File: src/sv/gfrl_ram.sv
module gfrl_ram #(
  parameter int Width = 8,
  parameter int Depth = 256
) (
  input  logic                     clk_i,
  input  logic                     we_i,
  input  logic [$clog2(Depth)-1:0] waddr_i,
  input  logic [Width-1:0]         wdata_i,
  input  logic [$clog2(Depth)-1:0] raddr_i,
  output logic [Width-1:0]         rdata_o
);

  logic [Width-1:0] mem [Depth];

  always_ff @(posedge clk_i) begin
    if (we_i) begin
      mem[waddr_i] <= wdata_i;
    end
    rdata_o <= mem[raddr_i];
  end

endmodule

File: config.mk
export PLATFORM = sky130hd
export DESIGN_NAME = gfrl_ram
export DESIGN_NICKNAME = d
export VERILOG_FILES = /design/src/sv/gfrl_ram.sv
export SDC_FILE = /design/constraint.sdc
export NUM_CORES = 2
export LEC_CHECK = 0
export ABC_AREA = 0
export BUFFER_PORTS_ARGS = -buffer_cell sky130_fd_sc_hd__buf_4
export CORE_MARGIN = 2
export CORE_UTILIZATION = 35
export DETAILED_ROUTE_END_ITERATION = 16
export GPL_ROUTABILITY_DRIVEN = 0
export PLACE_DENSITY = 0.51
export SYNTH_ARGS = -nofsm -noshare
export SYNTH_HDL_FRONTEND = slang
export SYNTH_SLANG_ARGS = --single-unit
File: constraint.sdc
create_clock -name clk_i -period 5.4 [get_ports clk_i]
set_clock_uncertainty 0.15 [all_clocks]
set_input_delay 1.08 -clock clk_i [delete_from_list [all_inputs] [get_ports clk_i]]
set_output_delay 1.08 -clock clk_i [all_outputs]
set_load 0.01 [all_outputs]
==> flow_metrics.env <==
export IMPL_worst_slew_pin_slew_ns=1.305
export IMPL_antenna_found_initial=17
export IMPL_critPathMaxFanout=21
export IMPL_ctsResizeCount=0
export IMPL_syn_inst=3733
export IMPL_port_buffer_count=33
export IMPL_cts_buffers=209
export IMPL_ir_worst_vdd_mv=0.2800
export IMPL_route_met2_wl_mm=105.6
export IMPL_drt_wl_total_mm=216.0
export IMPL_ioPinCount=34
export IMPL_cts_sink_count=2056
export IMPL_grt_overflow=0
export IMPL_final_core_util=0.4013
export IMPL_die_h_um=480.8
export IMPL_drt_iter0_markers=4532
export IMPL_max_freq_mhz=259.3
export IMPL_highest_layer="met4"
export IMPL_fin_nets=3986
export IMPL_clockBufferDepth=3
export IMPL_core_rowCount=175
export IMPL_drtPass1Iterations=5
export IMPL_ys_types=55
export IMPL_synth_avg_cell_area_um2=21.31
export IMPL_worstSetupStartpointType="input port"
export IMPL_multi_input_area_mm2=0.01655
export IMPL_max_slew_margin_rel=0.1220
export IMPL_drt_met1_wl_mm=93.13
export IMPL_outcome="finished clean"
export IMPL_critPathKind="in2reg"
export IMPL_finalHoldViolCount=0
export IMPL_final_cells=7144
export IMPL_filler_cell_count=20050
export IMPL_grt_setup_unrepaired="no"
export IMPL_register_area_mm2=0.06166
export IMPL_hold_class="in2reg"
export IMPL_ys_dominant_reg_cell="edfxtp_1"
export IMPL_min_period_ns=3.856
export IMPL_grt_pass1_vias=39670
export IMPL_postCtsSetupRepairBufs=0
export IMPL_layout_drive_gt1_share=0.2473
export IMPL_drv_cap=0
export IMPL_synth_top_area_frac=0.7730
export IMPL_power_density_mw_per_mm2=368.9
export IMPL_via_per_inst=5.460
export IMPL_ys_warn_count=0
export IMPL_slew_viol_final=0
export IMPL_placed_area_mm2=0.08425
export IMPL_ys_ff_latch=2056
export IMPL_grt_max_degree=124
export IMPL_async_flop_share=0
export IMPL_synth_edf_count=2048
export IMPL_cts_tree="built"
export IMPL_coreArea_mm2=0.2266
export IMPL_dpl_hpwl_mm=134.8
export IMPL_synth_largest_area_cell="edfxtp_1"
export IMPL_wl_met3_mm=12.84
export IMPL_synthToLayoutAreaGrowth_pct=14.31
export IMPL_start_util=0.3511
export IMPL_synth_area_leaders="edfxtp_1 77%, mux4_2 13%, mux2i_1 1.7%"
export IMPL_drc=0
export IMPL_die_area_mm2=0.2311
export IMPL_p_leak_nw=27.93
export IMPL_min_period_over_period=0.7141
export IMPL_clk_latency_ns=0.85
export IMPL_synth_fp_nets=3759
export IMPL_ctsHoldBuffers=0
export IMPL_required_ns=5.95
export IMPL_drtAntennaViolNets=0
export IMPL_end_kind="flop"
export IMPL_synth_seq_area_share=0.7750
export IMPL_htreeDepth=4
export IMPL_track_usage=0.1858
export IMPL_wl_per_cell_um=30.23
export IMPL_setup_viol=0
export IMPL_root_buffer="clkbuf_16"
export IMPL_worstPathArrival_ns=4.40
export IMPL_route_vias_total=39000
export IMPL_die_w_um=480.8
export IMPL_clkTransAtPathRegs_ns=0.06
export IMPL_synth_cell_area_mm2=0.07956
export IMPL_grt_pass1_wl_mm=305.5
export IMPL_dpl_cell_count=6758
export IMPL_r2r_setup_slack_ns=2.30
export IMPL_finalInstanceArea_mm2=0.09094
state kept, by name, summed over array words and instances, names as in the netlist:
register and count:
rdata_o 8, mem 2048
critical path: stages:
cell      delay, ns
buf_8          0.26
buf_12         0.25
buf_4          0.32
mux4_2         0.55
a22o_1         0.24
a221oi_1       0.36
o221ai_1       0.23
a211oi_1       0.70
buf_4          0.27
nor4_1         0.05
cells in the final DEF, fill, tap and decap left out, drive strengths merged, types with 3 or more instances in the layout:
master,synthesis,layout
mux4,456,456
nor3,22,22
a2111oi,5,5
and2,6,6
a221oi,14,14
buf,122,249
o22ai,28,28
a211oi,16,16
o32ai,5,5
o21ai,12,12
a21oi,96,96
bufinv,0,19
o22a,5,5
nor2b,31,31
a22oi,133,133
nand3,34,34
diode,0,3
nand2,33,33
o211ai,10,10
o221ai,47,47
nor4,27,27
clkinv,1,105
mux2i,134,134
clkbuf,111,252
edfxtp,2048,2048
a22o,8,8
inv,1,8
dfxtp,8,8
nand2b,8,8
nor2,282,282
or2,4,4
nand4,10,10
layer usage:
layer / up-vias / global-route usage
met4: 0 / 0.04495
li1: 16180 / -
met1: 21230 / 0.2623
met2: 1293 / 0.3015
met5: - / 0
met3: 299 / 0.02997
path summary, 6_finish.rpt:
path              startpoint     endpoint  cells past startpoint
setup / recovery  raddr_i[0]   rdata_o[5]                     10
hold / removal    wdata_i[1]  mem[114][1]                      1
setup reg to reg  mem[82][5]   rdata_o[5]                      6
hold reg to reg   mem[22][2]   rdata_o[2]                      5
kinds of logic (layout without fill, tap and decap cells):
group | count (synthesis) | after routing | share of synthesized area
multiplexers | 591 | 591 | 0.1462
other | 0 | 3 | 0
flip-flops | 2056 | 2056 | 0.7750
AND/OR/NAND/NOR | 466 | 466 | 0.02628
AO/OA/AOI/OAI | 385 | 385 | 0.03419
buffers and inverters | 235 | 634 | 0.01831
through the flow:
stage,worst slack [ns],total power (W),TNS (ns),hold WS (ns)
2_1_floorplan,2.232,0.01880,0,0.6199
3_3_place_gp,-0.1706,0.01967,-0.3184,0.9268
3_5_place_dp,0.6221,0.01968,0,0.9302
4_1_cts,1.524,0.03383,0,0.5554
5_1_grt,1.463,0.03448,0,0.5609
6_report,1.544,0.03354,0,0.5361
synth_stat cells, drive strengths merged (12+ instances only):
library cell  count
buf             122
o221ai           47
a21oi            96
a221oi           14
o22ai            28
mux4            456
a22oi           133
nor3             22
nor2            282
nand2            33
clkbuf          111
mux2i           134
a211oi           16
edfxtp         2048
nand3            34
nor2b            31
nor4             27
o21ai            12
report_power, final:
group	internal, W	switching (W)
clock network	0.00807	0.00616
logic	0.000578	0.00110
registers	0.0176	0.0000393
cell type report:
cell class / instances / area share
Antenna cell: 3 / 0.00008255
Sequential cell: 2056 / 0.6780
Multi-Input combinational cell: 1442 / 0.1819
Tap cell: 3009 / 0.04140
Clock inverter: 131 / 0.01375
Clock buffer: 252 / 0.05974
Timing Repair Buffer: 249 / 0.02496
Inverter: 2 / 0.00008255
No activity file was read; power rests on OpenSTA's default activity.
